===== src/design/ookd_pkg.sv =====
// Shared types and constants for the OOK pulse-width remote decoder.
// Holds the configuration struct, register indexes, command codes and the
// result struct that passes between the frame core and the command matcher.
package ookd_pkg;

	localparam int FRAME_BITS_DEF = 24;
	localparam int CODE_W         = 24;
	localparam int TIME_W         = 32;
	localparam int US_W           = 16;
	localparam int CFG_IDX_W      = 3;
	localparam int CMD_W          = 3;
	localparam int NUM_CMDS       = 6;

	typedef enum logic [CFG_IDX_W-1:0] {
		REG_SHORT_MIN = 3'd0,
		REG_SHORT_MAX = 3'd1,
		REG_LONG_MIN  = 3'd2,
		REG_LONG_MAX  = 3'd3,
		REG_SYNC_GAP  = 3'd4
	} reg_idx_t;

	typedef enum logic [CMD_W-1:0] {
		CMD_NONE     = 3'd0,
		CMD_FORWARD  = 3'd1,
		CMD_BACKWARD = 3'd2,
		CMD_LEFT     = 3'd3,
		CMD_RIGHT    = 3'd4,
		CMD_CENTER   = 3'd5,
		CMD_STOP     = 3'd6
	} cmd_t;

	localparam logic [CODE_W-1:0] CMD_CODES [NUM_CMDS] = '{
		24'hC30111, 24'hC30222, 24'hC30333, 24'hC30444, 24'hC30555, 24'hC30FFF
	};

	localparam logic [US_W-1:0] RST_SHORT_MIN = 16'd180;
	localparam logic [US_W-1:0] RST_SHORT_MAX = 16'd700;
	localparam logic [US_W-1:0] RST_LONG_MIN  = 16'd700;
	localparam logic [US_W-1:0] RST_LONG_MAX  = 16'd1900;
	localparam logic [US_W-1:0] RST_SYNC_GAP  = 16'd4500;

	typedef struct packed {
		logic [US_W-1:0] short_min;
		logic [US_W-1:0] short_max;
		logic [US_W-1:0] long_min;
		logic [US_W-1:0] long_max;
		logic [US_W-1:0] sync_gap;
	} cfg_t;

	typedef struct packed {
		logic              done;
		logic [CODE_W-1:0] fwd_code;
		logic [CODE_W-1:0] mirrored_code;
	} frame_res_t;

endpackage


===== src/design/ookd_frame_core.sv =====
// Edge timing state and bit assembly for the OOK pulse-width decoder.
// Computes the interval of each edge, classifies high/low pulse pairs and
// shifts decoded bits into the frame register. Uses ookd_pkg.
module ookd_frame_core
	import ookd_pkg::*;
#(
	parameter int FRAME_BITS = FRAME_BITS_DEF
) (
	input  logic              clk,
	input  logic              arst_n,
	input  logic              step,
	input  logic              level,
	input  logic [TIME_W-1:0] edge_time,
	input  cfg_t              cfg,
	output frame_res_t        res
);

	localparam int CNT_W = $clog2(FRAME_BITS + 1);

	logic                  seen_q;
	logic                  last_level_q;
	logic [TIME_W-1:0]     last_time_q;
	logic [US_W-1:0]       high_q;
	logic [US_W-1:0]       low_q;
	logic [CNT_W-1:0]      cnt_q;
	logic [FRAME_BITS-1:0] shift_q;

	logic [TIME_W-1:0]     dt;
	logic                  restart;
	logic [US_W-1:0]       high_n;
	logic [US_W-1:0]       low_n;
	logic                  both_seen;
	logic                  bit0_ok;
	logic                  bit1_ok;
	logic [FRAME_BITS-1:0] shift_n;
	logic [FRAME_BITS-1:0] shift_rev;
	logic [CNT_W-1:0]      cnt_n;
	logic                  full;
	logic [TIME_W-1:0]     direct_ext;
	logic [TIME_W-1:0]     rev_ext;

	function automatic logic in_range(input logic [US_W-1:0] t, input logic [US_W-1:0] lo,
		input logic [US_W-1:0] hi);
		return (t >= lo) && (t <= hi);
	endfunction

	always_comb begin
		dt        = edge_time - last_time_q;
		restart   = dt >= {{(TIME_W-US_W){1'b0}}, cfg.sync_gap};
		high_n    = last_level_q ? dt[US_W-1:0] : high_q;
		low_n     = last_level_q ? low_q : dt[US_W-1:0];
		both_seen = (high_n != '0) && (low_n != '0);
		bit0_ok   = in_range(high_n, cfg.short_min, cfg.short_max)
			&& in_range(low_n, cfg.long_min, cfg.long_max);
		bit1_ok   = in_range(high_n, cfg.long_min, cfg.long_max)
			&& in_range(low_n, cfg.short_min, cfg.short_max);
		// Bit 0 wins when the short and long windows overlap.
		shift_n   = {shift_q[FRAME_BITS-2:0], ~bit0_ok};
		cnt_n     = cnt_q + CNT_W'(1);
		full      = cnt_n == CNT_W'(FRAME_BITS);
		for (int i = 0; i < FRAME_BITS; i++) begin
			shift_rev[i] = shift_n[FRAME_BITS-1-i];
		end
		direct_ext = TIME_W'(shift_n);
		rev_ext    = TIME_W'(shift_rev);
	end

	always_comb begin
		res.done          = seen_q && !restart && both_seen && (bit0_ok || bit1_ok) && full;
		res.fwd_code      = direct_ext[CODE_W-1:0];
		res.mirrored_code = rev_ext[CODE_W-1:0];
	end

	always_ff @(posedge clk or negedge arst_n) begin
		if (!arst_n) begin
			seen_q       <= 1'b0;
			last_level_q <= 1'b0;
			last_time_q  <= '0;
			high_q       <= '0;
			low_q        <= '0;
			cnt_q        <= '0;
			shift_q      <= '0;
		end else if (step) begin
			seen_q       <= 1'b1;
			last_level_q <= level;
			last_time_q  <= edge_time;
			if (seen_q) begin
				if (restart) begin
					high_q  <= '0;
					low_q   <= '0;
					cnt_q   <= '0;
					shift_q <= '0;
				end else if (!both_seen) begin
					high_q <= high_n;
					low_q  <= low_n;
				end else if (!(bit0_ok || bit1_ok) || full) begin
					// A bad pair drops the frame; a full frame is reported and cleared.
					high_q  <= '0;
					low_q   <= '0;
					cnt_q   <= '0;
					shift_q <= '0;
				end else begin
					high_q  <= '0;
					low_q   <= '0;
					cnt_q   <= cnt_n;
					shift_q <= shift_n;
				end
			end
		end
	end

endmodule


===== src/design/ookd_cmd_match.sv =====
// Command lookup for a completed frame of the OOK pulse-width decoder.
// Compares the code as received, then bit-reversed, against the six command
// codes in ookd_pkg.
module ookd_cmd_match
	import ookd_pkg::*;
(
	input  frame_res_t res,
	output cmd_t       cmd
);

	cmd_t direct_cmd;
	cmd_t rev_cmd;

	always_comb begin
		direct_cmd = CMD_NONE;
		rev_cmd    = CMD_NONE;
		// Walk downward so the lowest matching entry has the last word.
		for (int i = NUM_CMDS - 1; i >= 0; i--) begin
			if (res.fwd_code == CMD_CODES[i]) begin
				direct_cmd = cmd_t'(CMD_W'(i + 1));
			end
			if (res.mirrored_code == CMD_CODES[i]) begin
				rev_cmd = cmd_t'(CMD_W'(i + 1));
			end
		end
		if (!res.done) begin
			cmd = CMD_NONE;
		end else if (direct_cmd != CMD_NONE) begin
			cmd = direct_cmd;
		end else begin
			cmd = rev_cmd;
		end
	end

endmodule


===== src/design/ook_pulse_width_remote_decoder_top.sv =====
// Top level of the OOK pulse-width remote decoder: handshakes, configuration
// registers, input and result registers. Uses ookd_pkg, ookd_frame_core and
// ookd_cmd_match.
//
//  channel | signals                                   | direction
//  --------+-------------------------------------------+----------
//  in      | in_valid, in_stall, line_level, edge_time_us | in, stall out
//  out     | out_valid, out_stall, frame_done, command, frame_code | out, stall in
//  cfg     | cfg_valid, cfg_ready, cfg_index, cfg_data | in, ready out
//
// Every edge word yields exactly one result word. A word is held in the
// input register and is then decoded into the result register, so one word
// per cycle is sustained while the output does not stall.
// Reset restores the default timing limits and clears all frame state.
// A stall on the output holds the result register; the input register still
// takes one more word before in_stall rises.
module ook_pulse_width_remote_decoder_top
	import ookd_pkg::*;
#(
	parameter int FRAME_BITS = FRAME_BITS_DEF
) (
	input  logic                 clk,
	input  logic                 arst_n,
	input  logic                 in_valid,
	output logic                 in_stall,
	input  logic                 line_level,
	input  logic [TIME_W-1:0]    edge_time_us,
	output logic                 out_valid,
	input  logic                 out_stall,
	output logic                 frame_done,
	output logic [CMD_W-1:0]     command,
	output logic [CODE_W-1:0]    frame_code,
	input  logic                 cfg_valid,
	output logic                 cfg_ready,
	input  logic [CFG_IDX_W-1:0] cfg_index,
	input  logic [US_W-1:0]      cfg_data
);

	cfg_t              cfg_q;
	logic              valid_s1;
	logic              level_s1;
	logic [TIME_W-1:0] time_s1;
	logic              advance;
	logic              in_accept;
	frame_res_t        res;
	cmd_t              cmd;
	logic              out_valid_q;
	logic              frame_done_q;
	logic [CMD_W-1:0]  command_q;
	logic [CODE_W-1:0] frame_code_q;

	assign advance   = valid_s1 && (!out_valid_q || !out_stall);
	assign in_stall  = valid_s1 && !advance;
	assign in_accept = in_valid && !in_stall;
	assign cfg_ready = 1'b1;

	always_ff @(posedge clk or negedge arst_n) begin
		if (!arst_n) begin
			cfg_q.short_min <= RST_SHORT_MIN;
			cfg_q.short_max <= RST_SHORT_MAX;
			cfg_q.long_min  <= RST_LONG_MIN;
			cfg_q.long_max  <= RST_LONG_MAX;
			cfg_q.sync_gap  <= RST_SYNC_GAP;
		end else if (cfg_valid && cfg_ready) begin
			case (cfg_index)
				REG_SHORT_MIN: cfg_q.short_min <= cfg_data;
				REG_SHORT_MAX: cfg_q.short_max <= cfg_data;
				REG_LONG_MIN:  cfg_q.long_min  <= cfg_data;
				REG_LONG_MAX:  cfg_q.long_max  <= cfg_data;
				REG_SYNC_GAP:  cfg_q.sync_gap  <= cfg_data;
				default: ;
			endcase
		end
	end

	always_ff @(posedge clk or negedge arst_n) begin
		if (!arst_n) begin
			valid_s1 <= 1'b0;
		end else if (in_accept) begin
			valid_s1 <= 1'b1;
		end else if (advance) begin
			valid_s1 <= 1'b0;
		end
	end

	always_ff @(posedge clk) begin
		if (in_accept) begin
			level_s1 <= line_level;
			time_s1  <= edge_time_us;
		end
	end

	ookd_frame_core #(
		.FRAME_BITS(FRAME_BITS)
	) u_core (
		.clk       (clk),
		.arst_n    (arst_n),
		.step      (advance),
		.level     (level_s1),
		.edge_time (time_s1),
		.cfg       (cfg_q),
		.res       (res)
	);

	ookd_cmd_match u_match (
		.res (res),
		.cmd (cmd)
	);

	always_ff @(posedge clk or negedge arst_n) begin
		if (!arst_n) begin
			out_valid_q <= 1'b0;
		end else if (advance) begin
			out_valid_q <= 1'b1;
		end else if (!out_stall) begin
			out_valid_q <= 1'b0;
		end
	end

	always_ff @(posedge clk) begin
		if (advance) begin
			frame_done_q <= res.done;
			command_q    <= cmd;
			frame_code_q <= res.done ? res.fwd_code : '0;
		end
	end

	assign out_valid  = out_valid_q;
	assign frame_done = frame_done_q;
	assign command    = command_q;
	assign frame_code = frame_code_q;

	// The input side only stalls when a word is waiting behind a held result.
	a_stall_cause: assert property (@(posedge clk) disable iff (!arst_n)
		in_stall |-> (valid_s1 && out_valid_q && out_stall))
		else $error("input stalled without a held result");

	// A decoded word always lands in the result register.
	a_advance_lands: assert property (@(posedge clk) disable iff (!arst_n)
		advance |=> out_valid_q)
		else $error("decoded word did not reach the output");

	// Busy results carry no command and no code.
	a_busy_clean: assert property (@(posedge clk) disable iff (!arst_n)
		(out_valid_q && !frame_done_q) |-> (command_q == CMD_NONE && frame_code_q == '0))
		else $error("busy result carries a command or code");

	// Only defined command codes are reported.
	a_cmd_range: assert property (@(posedge clk) disable iff (!arst_n)
		out_valid_q |-> (command_q <= CMD_STOP))
		else $error("command code out of range");

endmodule

===== config.mk =====
export PLATFORM = sky130hd
export DESIGN_NAME = ook_pulse_width_remote_decoder_top
export DESIGN_NICKNAME = d
export VERILOG_FILES = /design/src/design/ookd_pkg.sv /design/src/design/ookd_frame_core.sv /design/src/design/ookd_cmd_match.sv /design/src/design/ook_pulse_width_remote_decoder_top.sv
export SDC_FILE = /design/constraint.sdc
export NUM_CORES = 1
export LEC_CHECK = 0
export ABC_AREA = 1
export BUFFER_PORTS_ARGS = -buffer_cell sky130_fd_sc_hd__clkbuf_2
export CAP_MARGIN = 20
export CORE_ASPECT_RATIO = 0.5
export CORE_MARGIN = 3
export CORE_UTILIZATION = 60
export DETAILED_ROUTE_END_ITERATION = 6
export PLACE_DENSITY = 0.78
export SETUP_SLACK_MARGIN = 0.4
export SYNTH_ARGS = -nofsm -noshare
export SYNTH_HDL_FRONTEND = slang
export SYNTH_SLANG_ARGS = --single-unit

===== constraint.sdc =====
create_clock -name clk -period 4.5 [get_ports clk]
set_clock_uncertainty 0.1 [all_clocks]
set_input_delay 0.9 -clock clk [delete_from_list [all_inputs] [get_ports clk]]
set_output_delay 0.9 -clock clk [all_outputs]
set_load 0.02 [all_outputs]

==> flow_summary.json <==
{
  "ys.flop_type": "dfrtp_1",
  "max_freq_mhz": 244,
  "cts_tree": "built",
  "clk_pin_slew_ns": 0.08,
  "synth.cell_area_um2": 16300,
  "r2r_end": "frame_code[23]",
  "synth_area_per_cell_um2": 7.44,
  "crit_type": "reg -> reg",
  "synth_nets": 2423,
  "overflow": 0,
  "maxCapViolCount": 0,
  "vias_per_cell": 5.63,
  "syn_to_final_growth_pct": 16.8,
  "cts_buffers": 23,
  "die_area_um2": 29300,
  "cp_max_fo": 7,
  "required_ns": 4.79,
  "reg2reg_from": "time_s1[0]",
  "start_util_pct": 62.8,
  "grt_pass1_vias": 13400,
  "synth-seq-cells": 237,
  "nets": 2530,
  "io_buffers": 86,
  "cpPeakStageDelay_ns": 0.39,
  "root_buffer": "clkbuf_16",
  "max_slew_margin_pct": 32.3,
  "leakagePower_nw": 9.48,
  "power_frac_comb_pct": 50.0,
  "tightestPinTransition_ns": 1.01,
  "drt_first_pass_iters": 6,
  "drive_gt1_share_pct": 19.0,
  "ys_seq_area_share_pct": 38.5,
  "grt_pass1_wl_um": 68600,
  "yosysUniqueCellTypes": 51,
  "antenna_found_initial": 0,
  "rrSetupSlack_ns": 0.39,
  "initialDrtViolationCount": 1766,
  "internal_power_mw": 5.51,
  "mostFrequentLayoutCell": "nand2_1",
  "core_region_area_um2": 25900,
  "outcome": "finished, final reports clean",
  "hold_buffers": 0,
  "postRouteAntennaNets": 0,
  "diodes": 0,
  "htree_num_levels": 1,
  "worst_hold_slack_ns": 0.340,
  "hp-class": "in -> async",
  "setup_viol": 0,
  "ys_async_sr_fraction_pct": 74.3,
  "grtUsageTotal_pct": 29.3,
  "peakVddDrop_v": 0.000353,
  "ios": 88,
  "netSwitchingFraction_pct": 42.6,
  "dpl.hpwl_um": 31500,
  "grt_max_degree": 99,
  "ys_warn_count": 0,
  "cp_slowest_cell": "fa_2",
  "std_cell_rows": 41,
  "ff2ff_path_depth": 28,
  "sequentialPowerShare_pct": 27.5,
  "final_cell_mix": "nand2_1, inv_1, ha_1",
  "vias": 15000,
  "power.density_nw_per_um2": 505,
  "drcViolationCount": 0,
  "p_switching_mw": 4.10,
  "drv_slew": 0,
  "wl_um": 44000,
  "cp-start-kind": "register",
  "worstSetupEndpointType": "register",
  "synth-edff-count": 61,
  "die_w_um": 239,
  "period_minus_slack_ns": 4.11,
  "p_clk_share_pct": 22.5,
  "cts_max_path_buffers": 3,
  "hold_violations": 0,
  "final.period_utilization_pct": 91.3,
  "rsz0062_at_grt": "true",
  "synthCells": 2189,
  "setup_tns_ns": 0,
  "clock-sinks": 237,
  "wl_per_cell_um": 16.6,
  "clock_latency_ns": 0.53,
  "die_y_um": 122,
  "crit_arrival_ns": 4.40,
  "routabilityCongestion": 0.988
}
## final cells by class
type	instances	area (um2)
Timing Repair Buffer	137	920
Tap cell	344	430
Clock inverter	12	198
Multi-Input combinational cell	1549	9220
Clock buffer	29	629
Fill cell	2026	6900
Inverter	346	1320
Sequential cell	237	6270
Timing Repair inverter	2	20.0
## flip-flops by register name, indices dropped and copies added (netlist names)
register,count
time_s1,32
u_core.high_q,16
cfg_q,80
u_core.last_level_q,1
out_valid,1
u_core.low_q,16
u_core.cnt_q,5
frame_code,24
valid_s1,1
level_s1,1
u_core.shift_q,23
u_core.last_time_q,32
command,3
frame_done,1
u_core.seen_q,1
## kinds of logic (layout without fill, tap and decap cells)
kind of cell / after synthesis / after routing / share of synthesized area (%)
and+or+nand+nor: 1071 / 1071 / 28.4
DFF: 237 / 237 / 38.5
other: 1 / 1 / 0.0230
xor gates and xnor gates: 6 / 6 / 0.323
adders and majority gates: 177 / 177 / 13.7
AOI/OAI and AO/OA: 294 / 294 / 9.50
buffers and inverters: 403 / 526 / 9.59
## synth_stat cells (6+ instances only)
cell / n / area [um2]
ha_1: 176 / 2200
nand4_1: 38 / 238
nor3_1: 17 / 85.1
clkbuf_1: 36 / 135
buf_2: 12 / 60.1
dfstp_2: 28 / 736
nand3_1: 150 / 751
nand3b_1: 10 / 75.1
o211ai_1: 6 / 45.0
inv_2: 8 / 30.0
inv_1: 337 / 1260
dfrtp_1: 148 / 3700
nor2_1: 150 / 563
o21ai_0: 144 / 721
nor2_2: 22 / 138
nor3_2: 6 / 60.1
a21oi_1: 84 / 420
o21ai_1: 38 / 190
nand2_2: 8 / 50.1
nor4_1: 10 / 62.6
edfxtp_1: 61 / 1830
nand2_1: 630 / 2360
or2_2: 18 / 113
## critical path, delay by kind of cell (launching register included)
family | cells | cell delay, ns
buf+inv | 6 | 0.51
simple gates | 19 | 2.18
fa+ha+maj | 3 | 0.78
flops | 1 | 0.38
## stage by stage
stage | std cells | worst slack (ns) | power (mW) | utilization [%] | cell area (um2)
floorplan | 2189 | 0.738 | 5.61 | - | 16300
global placement | 2581 | 0.212 | 6.66 | 65.9 | 17100
detailed placement | 2582 | 0.0960 | 6.76 | 66.0 | 17100
CTS | 2629 | 0.401 | 9.01 | 69.7 | 18100
global route | 2656 | 0.197 | 10.3 | 73.4 | 19000
finish | 2656 | 0.394 | 9.60 | 73.4 | 19000
## worst max path at each step
stage	from	end	cells after the start
after global placement	time_s1[0]	frame_code[0]	25
final	time_s1[0]	frame_code[23]	28
after CTS	time_s1[6]	frame_code[7]	24
after detailed placement	time_s1[0]	frame_code[16]	24
after floorplan	time_s1[0]	u_core.shift_q[10]	29
after global routing	time_s1[0]	frame_code[23]	29
## power by group through the flow
stage / registers [mW] / clock network, mW / logic (mW)
5_1_grt: 2.67 / 2.28 / 5.37
2_1_floorplan: 2.66 / 0 / 2.95
4_1_cts: 2.64 / 2.18 / 4.19
3_5_place_dp: 2.68 / 0 / 4.09
3_3_place_gp: 2.67 / 0 / 4.00
6_report: 2.64 / 2.16 / 4.80
## routing by layer
layer	share of wire [%]	global-route usage (%)	wire, um
met5	0	0	0
met4	2.0	5.77	871
met3	9.7	6.20	4270
met2	43	44.9	19000
met1	45	43.2	19900
## repair_timing
item | 4_1_cts | 5_1_grt
endpoints found under the setup margin | 61 | 88
gates resized for setup | 28 | 204
hold endpoints to repair | 0 | 0
setup buffers | 5 | 23
cloned | 1 | 3
pin swaps | 5 | 63
Power figures use the tool's default switching activity.
